===== src/rtl/idq_pkg.sv =====
package idq_pkg;

    // Fixed sizes of the dispatcher
    localparam int MAX_SERVERS = 16;
    localparam int ID_W        = 4;
    localparam int CNT_W       = 5;
    localparam int RND_W       = 31;

    // Request codes
    localparam logic REQ_DISPATCH = 1'b0;
    localparam logic REQ_IDLE     = 1'b1;

    // Command from the dispatch control to the idle list
    typedef struct packed {
        logic             reload;
        logic             append;
        logic             remove;
        logic [CNT_W-1:0] count;   // new server count on reload, current one otherwise
        logic [ID_W-1:0]  sid;
        logic [ID_W-1:0]  pos;
    } t_list_cmd;

    // Status of the idle list
    typedef struct packed {
        logic             busy;
        logic             take;    // chosen is the removed entry in this cycle
        logic [ID_W-1:0]  chosen;
        logic [CNT_W-1:0] count;
    } t_list_sts;

endpackage


===== src/rtl/idle_queue_dispatcher.sv =====
// Join-idle-queue dispatcher. A dispatch transaction (req_type 0) returns one
// result: an idle server taken from the list at position random_value mod the
// list length, or random_value mod server_count when the list is empty. An
// idle report (req_type 1) appends the server unless it is listed or out of
// range, and returns nothing. A dispatch result passes through the bit-serial
// remainder unit, a state that sees it finish, an issue state and, for a pick
// from the list, one list-memory read before it lands in the output register.
// The list shift-down of up to 15 entries (one per cycle through the single
// write port) overlaps the next item's remainder work; a result still waiting
// in the output register holds the next dispatch at issue. An idle report
// waits while the list is busy, as when it directly follows a dispatch whose
// shift-down is still running. After reset, and after each server_count
// write, the list memory is rewritten in a sweep over all 16 entries; items
// are accepted meanwhile and list updates wait for the sweep to end.
module idle_queue_dispatcher
    import idq_pkg::*;
(
    input  logic             i_clk,
    input  logic             i_rst_n,
    input  logic             i_cfg_valid,
    output logic             o_cfg_ready,
    input  logic [CNT_W-1:0] i_cfg_data,
    input  logic             i_in_valid,
    output logic             o_in_ready,
    input  logic             i_req_type,
    input  logic [ID_W-1:0]  i_server_id,
    input  logic [RND_W-1:0] i_random_value,
    output logic             o_out_valid,
    input  logic             i_out_ready,
    output logic [ID_W-1:0]  o_chosen_server,
    output logic             o_from_idle_list
);

    localparam logic [2:0] S_IDLE   = 3'd0;
    localparam logic [2:0] S_REPORT = 3'd1;
    localparam logic [2:0] S_DIV    = 3'd2;
    localparam logic [2:0] S_ISSUE  = 3'd3;
    localparam logic [2:0] S_TAKE   = 3'd4;

    localparam logic [CNT_W-1:0] FULL_CNT = CNT_W'(MAX_SERVERS);

    logic [2:0]       r_state, n_state;
    logic [CNT_W-1:0] r_server_count;
    logic [ID_W-1:0]  r_sid;
    logic             r_from_idle;
    logic             r_out_valid;
    logic [ID_W-1:0]  r_out_server;
    logic             r_out_from;

    logic             in_fire;
    logic             cfg_fire;
    logic [CNT_W-1:0] cfg_count;
    logic             out_free;
    logic             mod_start;
    logic [CNT_W-1:0] mod_divisor;
    logic             mod_busy;
    logic [CNT_W-1:0] mod_rem;
    logic             load_fallback;
    t_list_cmd        list_cmd;
    t_list_sts        list_sts;

    assign o_cfg_ready = 1'b1;
    assign o_in_ready  = (r_state == S_IDLE);
    assign cfg_fire    = i_cfg_valid;
    assign in_fire     = i_in_valid && o_in_ready;
    assign out_free    = !r_out_valid || i_out_ready;

    // Clamp the written server count to 1..MAX_SERVERS
    always_comb begin
        if (i_cfg_data == '0) begin
            cfg_count = CNT_W'(1);
        end else if (i_cfg_data > FULL_CNT) begin
            cfg_count = FULL_CNT;
        end else begin
            cfg_count = i_cfg_data;
        end
    end

    // Start the remainder on an accepted dispatch
    assign mod_start   = in_fire && (i_req_type == REQ_DISPATCH);
    assign mod_divisor = (list_sts.count == '0) ? r_server_count : list_sts.count;

    idq_mod u_mod (
        .i_clk      (i_clk),
        .i_rst_n    (i_rst_n),
        .i_start    (mod_start),
        .i_dividend (i_random_value),
        .i_divisor  (mod_divisor),
        .o_busy     (mod_busy),
        .o_rem      (mod_rem)
    );

    // Sequence one transaction at a time
    always_comb begin
        n_state         = r_state;
        load_fallback   = 1'b0;
        list_cmd.reload = cfg_fire;
        list_cmd.append = 1'b0;
        list_cmd.remove = 1'b0;
        list_cmd.count  = cfg_fire ? cfg_count : r_server_count;
        list_cmd.sid    = r_sid;
        list_cmd.pos    = mod_rem[ID_W-1:0];
        unique case (r_state)
            S_IDLE: begin
                if (in_fire) begin
                    n_state = (i_req_type == REQ_IDLE) ? S_REPORT : S_DIV;
                end
            end
            S_REPORT: begin
                if (!list_sts.busy) begin
                    list_cmd.append = 1'b1;
                    n_state         = S_IDLE;
                end
            end
            S_DIV: begin
                if (!mod_busy) begin
                    n_state = S_ISSUE;
                end
            end
            S_ISSUE: begin
                if (out_free) begin
                    if (!r_from_idle) begin
                        load_fallback = 1'b1;
                        n_state       = S_IDLE;
                    end else if (!list_sts.busy) begin
                        list_cmd.remove = 1'b1;
                        n_state         = S_TAKE;
                    end
                end
            end
            S_TAKE: begin
                if (list_sts.take) begin
                    n_state = S_IDLE;
                end
            end
            default: begin
                n_state = S_IDLE;
            end
        endcase
    end

    idq_list u_list (
        .i_clk   (i_clk),
        .i_rst_n (i_rst_n),
        .i_cmd   (list_cmd),
        .o_sts   (list_sts)
    );

    // Control state and configuration register
    always_ff @(posedge i_clk) begin
        if (!i_rst_n) begin
            r_state        <= S_IDLE;
            r_server_count <= FULL_CNT;
        end else begin
            r_state <= n_state;
            if (cfg_fire) begin
                r_server_count <= cfg_count;
            end
        end
    end

    // Hold the request details
    always_ff @(posedge i_clk) begin
        if (in_fire) begin
            r_sid       <= i_server_id;
            r_from_idle <= (list_sts.count != '0);
        end
    end

    // Output register
    always_ff @(posedge i_clk) begin
        if (!i_rst_n) begin
            r_out_valid <= 1'b0;
        end else if (load_fallback || (r_state == S_TAKE && list_sts.take)) begin
            r_out_valid <= 1'b1;
        end else if (i_out_ready) begin
            r_out_valid <= 1'b0;
        end
    end

    always_ff @(posedge i_clk) begin
        if (load_fallback) begin
            r_out_server <= mod_rem[ID_W-1:0];
            r_out_from   <= 1'b0;
        end else if (r_state == S_TAKE && list_sts.take) begin
            r_out_server <= list_sts.chosen;
            r_out_from   <= 1'b1;
        end
    end

    assign o_out_valid      = r_out_valid;
    assign o_chosen_server  = r_out_server;
    assign o_from_idle_list = r_out_from;

endmodule


===== src/rtl/idq_mod.sv =====
module idq_mod
    import idq_pkg::*;
(
    input  logic             i_clk,
    input  logic             i_rst_n,
    input  logic             i_start,
    input  logic [RND_W-1:0] i_dividend,
    input  logic [CNT_W-1:0] i_divisor,
    output logic             o_busy,
    output logic [CNT_W-1:0] o_rem
);

    localparam logic [CNT_W-1:0] LAST_STEP = CNT_W'(RND_W - 1);

    logic             r_busy;
    logic [CNT_W-1:0] r_cnt;
    logic [RND_W-1:0] r_dvd;
    logic [CNT_W-1:0] r_div;
    logic [CNT_W-1:0] r_rem;
    logic [CNT_W:0]   trial;

    // Shift in one dividend bit per cycle
    assign trial = {r_rem, r_dvd[RND_W-1]};

    // Control state
    always_ff @(posedge i_clk) begin
        if (!i_rst_n) begin
            r_busy <= 1'b0;
            r_cnt  <= '0;
        end else if (i_start) begin
            r_busy <= 1'b1;
            r_cnt  <= LAST_STEP;
        end else if (r_busy) begin
            r_cnt <= r_cnt - 1'b1;
            if (r_cnt == '0) begin
                r_busy <= 1'b0;
            end
        end
    end

    // Restoring remainder step
    always_ff @(posedge i_clk) begin
        if (i_start) begin
            r_dvd <= i_dividend;
            r_div <= i_divisor;
            r_rem <= '0;
        end else if (r_busy) begin
            r_dvd <= {r_dvd[RND_W-2:0], 1'b0};
            if (trial >= {1'b0, r_div}) begin
                r_rem <= CNT_W'(trial - {1'b0, r_div});
            end else begin
                r_rem <= CNT_W'(trial);
            end
        end
    end

    assign o_busy = r_busy;
    assign o_rem  = r_rem;

endmodule


===== src/rtl/idq_list.sv =====
module idq_list
    import idq_pkg::*;
(
    input  logic      i_clk,
    input  logic      i_rst_n,
    input  t_list_cmd i_cmd,
    output t_list_sts o_sts
);

    localparam logic [1:0] L_IDLE   = 2'd0;
    localparam logic [1:0] L_TAKE   = 2'd1;
    localparam logic [1:0] L_SHIFT  = 2'd2;
    localparam logic [1:0] L_RELOAD = 2'd3;

    localparam logic [ID_W-1:0]  LAST_ADDR = ID_W'(MAX_SERVERS - 1);
    localparam logic [CNT_W-1:0] FULL_CNT  = CNT_W'(MAX_SERVERS);

    logic [1:0]             r_state, n_state;
    logic [ID_W-1:0]        r_ptr, n_ptr;
    logic [CNT_W-1:0]       r_count, n_count;
    logic [MAX_SERVERS-1:0] r_listed, n_listed;

    logic [ID_W-1:0] mem [MAX_SERVERS];
    logic [ID_W-1:0] r_rd_data;
    logic            mem_we;
    logic [ID_W-1:0] mem_wa;
    logic [ID_W-1:0] mem_wd;
    logic [ID_W-1:0] mem_ra;
    logic [CNT_W-1:0] dec_count;

    assign dec_count = r_count - 1'b1;

    // Sequence reload sweep, append, and remove with shift-down
    always_comb begin
        n_state  = r_state;
        n_ptr    = r_ptr;
        n_count  = r_count;
        n_listed = r_listed;
        mem_we   = 1'b0;
        mem_wa   = r_ptr;
        mem_wd   = r_rd_data;
        mem_ra   = r_ptr;
        unique case (r_state)
            L_IDLE: begin
                if (i_cmd.append) begin
                    if (!r_listed[i_cmd.sid] && ({1'b0, i_cmd.sid} < i_cmd.count)
                        && (r_count < FULL_CNT)) begin
                        mem_we                = 1'b1;
                        mem_wa                = r_count[ID_W-1:0];
                        mem_wd                = i_cmd.sid;
                        n_count               = r_count + 1'b1;
                        n_listed[i_cmd.sid]   = 1'b1;
                    end
                end else if (i_cmd.remove) begin
                    mem_ra  = i_cmd.pos;
                    n_ptr   = i_cmd.pos;
                    n_state = L_TAKE;
                end
            end
            L_TAKE: begin
                n_listed[r_rd_data] = 1'b0;
                n_count             = dec_count;
                if ({1'b0, r_ptr} < dec_count) begin
                    mem_ra  = r_ptr + 1'b1;
                    n_state = L_SHIFT;
                end else begin
                    n_state = L_IDLE;
                end
            end
            L_SHIFT: begin
                // Move the entry read last cycle down one place
                mem_we = 1'b1;
                mem_wa = r_ptr;
                mem_wd = r_rd_data;
                if (({1'b0, r_ptr} + 1'b1) < r_count) begin
                    mem_ra = r_ptr + 2'd2;
                    n_ptr  = r_ptr + 1'b1;
                end else begin
                    n_state = L_IDLE;
                end
            end
            L_RELOAD: begin
                mem_we = 1'b1;
                mem_wa = r_ptr;
                mem_wd = r_ptr;
                n_ptr  = r_ptr + 1'b1;
                if (r_ptr == LAST_ADDR) begin
                    n_state = L_IDLE;
                end
            end
            default: begin
                n_state = L_IDLE;
            end
        endcase

        // Reload takes precedence and restarts the sweep
        if (i_cmd.reload) begin
            n_state = L_RELOAD;
            n_ptr   = '0;
            n_count = i_cmd.count;
            for (int i = 0; i < MAX_SERVERS; i++) begin
                n_listed[i] = (CNT_W'(i) < i_cmd.count);
            end
        end
    end

    // Control state
    always_ff @(posedge i_clk) begin
        if (!i_rst_n) begin
            r_state  <= L_RELOAD;
            r_ptr    <= '0;
            r_count  <= FULL_CNT;
            r_listed <= '1;
        end else begin
            r_state  <= n_state;
            r_ptr    <= n_ptr;
            r_count  <= n_count;
            r_listed <= n_listed;
        end
    end

    // List memory, one write and one registered read per cycle
    always_ff @(posedge i_clk) begin
        if (mem_we) begin
            mem[mem_wa] <= mem_wd;
        end
        r_rd_data <= mem[mem_ra];
    end

    assign o_sts.busy   = (r_state != L_IDLE);
    assign o_sts.take   = (r_state == L_TAKE);
    assign o_sts.chosen = r_rd_data;
    assign o_sts.count  = r_count;

endmodule

===== config.mk =====
export PLATFORM = sky130hd
export DESIGN_NAME = idle_queue_dispatcher
export DESIGN_NICKNAME = d
export VERILOG_FILES = /design/src/rtl/idq_pkg.sv /design/src/rtl/idle_queue_dispatcher.sv /design/src/rtl/idq_mod.sv /design/src/rtl/idq_list.sv
export SDC_FILE = /design/constraint.sdc
export NUM_CORES = 1
export LEC_CHECK = 0
export ABC_AREA = 1
export BUFFER_PORTS_ARGS = -buffer_cell sky130_fd_sc_hd__buf_2
export CAP_MARGIN = 20
export CORE_AREA = 2 2 130 132
export CTS_CLUSTER_DIAMETER = 50
export CTS_CLUSTER_SIZE = 30
export DETAILED_ROUTE_END_ITERATION = 8
export DIE_AREA = 0 0 132 134
export HOLD_SLACK_MARGIN = 0.06
export PLACE_DENSITY = 0.72
export SYNTH_ARGS = -nofsm -noshare
export SYNTH_HDL_FRONTEND = slang
export SYNTH_HIERARCHICAL = 1
export SYNTH_SLANG_ARGS = --single-unit

===== constraint.sdc =====
create_clock -name i_clk -period 3.9 [get_ports i_clk]
set_input_delay 0.78 -clock i_clk [delete_from_list [all_inputs] [get_ports i_clk]]
set_output_delay 0.78 -clock i_clk [all_outputs]
set_load 0.005 [all_outputs]

==> flow_summary.ini <==
[sta]
fin_crit_ps = 3520
finalHoldViolCount = 0
relSlewSlack = 0.541
max_slew.worst_pin.slew_ps = 687
rsz0062_at_grt = no
finalCritPeriodShare = 0.902
setup_viol_count_final = 0
hold_ws_ps = 501
worst_slack_ps = 384
drv_slew = 0
finClkSkew_ps = 9.59
fmax_ghz = 0.284

[synth]
yosys_warnings = 6
synthesis.area_mm2 = 0.00875
syn-num-nets = 1146
ys_seq_area_frac = 0.493
synth-simple-area-share = 0.260
synthAdderAreaFrac = 0.0381
synth_top_area_frac = 0.374
ys_async_sr_fraction = 0
syn_inst = 1074
synth_largest_area_cell = edfxtp_1
yosysUniqueCellTypes = 50
yosys-top-cells-area = edfxtp_1 37%, nand2_1 13%, dfxtp_1 12%
synth.area.mux_share = 0
yosys-top-cells-count = 293 x nand2_1, 121 x nand3_1, 113 x inv_1
synth_compound_area_frac = 0.126
synth_edf_count = 109
synth-main-ff-cell = edfxtp_1
synth.most_common_cell = nand2_1
syn_avg_cell_area_um2 = 8.14
ys_seq_elements = 161
synth_top_family_by_area = simple AND/OR/NAND/NOR gates
yosys.area_share.xor_xnor = 0.00801

[clocking]
cts_buffers = 17
clk_latency_ps = 430
post_cts_resized = 0
h-tree-depth = 4
postCtsHoldBufs = 0
clockBufferDepth = 2
cts_tree = yes
cts_root_buf = clkbuf_16
clkSinkCount = 161
clk_pin_slew_ps = 70
postCtsSetupBuffers = 0

[outcome]
outcome = complete, no violations

[power_and_ir_drop]
p_per_area_mw_per_mm2 = 501
switchingPower_mw = 1.54
p_seq_frac = 0.438
irDropWorstVdd_mv = 0.285
p_int_mw = 3.43
swShare = 0.309
power.share.combinational = 0.202
p_clk_frac = 0.359
power.leakage_nw = 4.45

[die]
initial_core_util = 0.537
coreArea_mm2 = 0.0163
die-area_mm2 = 0.0177
die_w_um = 132
rows = 47
die_y_um = 134
ios = 54

[drt]
wire_per_inst_um = 15.4
routed_via_density = 5.50
ant_nets = 0
drc_errors = 0
wirelength_um = 20900
dr.first_iter.drc_count = 612
drt_first_pass_iters = 5
vias = 7491

[finish]
nets = 1202
multi_input_comb_area_mm2 = 0.00379
areaGrowthSynthToFinish_pct = 13.3
drive_gt1_frac = 0.125
fin_util = 0.608
diodes = 0
nFillCells = 1413
seq_area_mm2 = 0.00431

[setup_path]
worst-setup-path-type = in2reg
worstPathRequired_ps = 3980
crit_fanout = 10
arrival_ps = 3600
max_stage_delay_ps = 390
start_kind = input port
crit_path_end_kind = flop
worst_path_max_delay_cell = nor2_1
path_cells = buf_2 > inv_1 > nor2_1 > inv_1 > o22ai_1 > inv_1 > ha_1 > a21oi_1 > nor2_1 > a211oi_1 > nand3_1 > nor2_2 > nand3_4 > o21ai_1 > nand2_1 > nor2_1

[global_routing]
grtUsageTotal = 0.244
grt_pass1_wl_um = 34400
grt_max_degree = 41
first_global_vias = 7046
antenna_found_initial = 0
grt_overflow = 0

[placed_design]
io_buffer_count = 52
hpwl_um = 14500
pre_cts_ws_ps = -5.59
routabilityCongestion = 0.952

[hold_path]
hp-class = reg2reg

[flow_run]
drv_cap = 0
## worst max-delay path: cells and delay by family
family | cells | cell delay, ps
AND/OR/NAND/NOR | 7 | 1310
adder cells (fa/ha/maj) | 1 | 300
buffers and inverters | 4 | 370
AO/OA/AOI/OAI | 4 | 830
## layer usage
metal	wire (um)	global-route usage	up-vias
met3	1210	0.0446	38
li1	-	-	3743
met2	9690	0.394	245
met4	397	0.0761	0
met5	0	0	-
met1	9650	0.337	3465
## kinds of logic (layout without fill, tap and decap cells)
family,count (synthesis),after routing
and+or+nand+nor,529,529
xor gates and xnor gates,8,8
buffers and inverters,160,229
adders and majority gates,26,26
other,1,1
AOI/OAI and AO/OA,189,189
DFF,161,161
## per-stage QoR
step	area (um^2)	std cells	total power, mW	TNS [ps]
6_report	9910	1363	4.97	0
5_1_grt	9910	1363	5.22	0
4_1_cts	9910	1363	4.98	0
3_5_place_dp	9270	1331	3.20	-22.1
3_3_place_gp	9270	1331	3.18	0
2_1_floorplan	8750	1074	2.93	0
## power groups by stage
stage | clock [mW] | sequential, mW | combinational [mW]
finish | 1.79 | 2.18 | 1.01
global route | 1.88 | 2.19 | 1.14
CTS | 1.81 | 2.17 | 0.996
detailed placement | 0 | 2.21 | 0.987
global placement | 0 | 2.21 | 0.967
floorplan | 0 | 2.16 | 0.766
## final timing paths
kind                              startpoint                               to  slack (ps)  cells after the start
min          u_list/r_listed[4]$_SDFFE_PN1P_  u_list/r_listed[4]$_SDFFE_PN1P_         500                      2
max                              i_cfg_valid      u_list/mem[12][0]$_DFFE_PP_         380                     16
min reg2reg  u_list/r_listed[4]$_SDFFE_PN1P_  u_list/r_listed[4]$_SDFFE_PN1P_         500                      2
max reg2reg   u_list/r_state[0]$_SDFFE_PP1P_      u_list/r_rd_data[3]$_DFF_P_         560                     18
## area by class of cell
cell class,instances,share of cell area
Timing Repair Buffer,70,0.0412
Inverter,127,0.0481
Tap cell,220,0.0278
Multi-Input combinational cell,753,0.383
Clock inverter,15,0.0220
Clock buffer,17,0.0429
Sequential cell,161,0.435
## cell usage in the layout (no fill, tap or decap), types with 5 or more instances in the layout
cell type	n
nand2_2	5
a22oi_1	7
o31ai_1	9
inv_2	11
nand2_1	293
o21ai_0	48
o32ai_1	5
edfxtp_1	109
o21ai_1	10
nor2_2	9
buf_2	52
inv_1	113
nand4_1	8
a21oi_1	77
nand3_1	121
ha_1	25
dfxtp_1	52
o221ai_1	5
o211ai_1	7
clkbuf_16	17
xor2_1	5
nor2_1	73
buf_4	17
## state kept, by name, summed over array words and instances, names as in the netlist
register          flops
r_sid                 4
o_from_idle_list      1
u_list/mem           64
u_mod/r_cnt           5
u_mod/o_busy          1
o_chosen_server       4
o_out_valid           1
r_from_idle           1
r_server_count        5
u_list/r_rd_data      4
u_list/r_listed      16
u_mod/r_dvd          31
u_list/r_count        5
u_mod/o_rem           5
u_mod/r_div           5
u_list/r_state        2
u_list/r_ptr          4
r_state               3
Power figures use the tool's default switching activity.
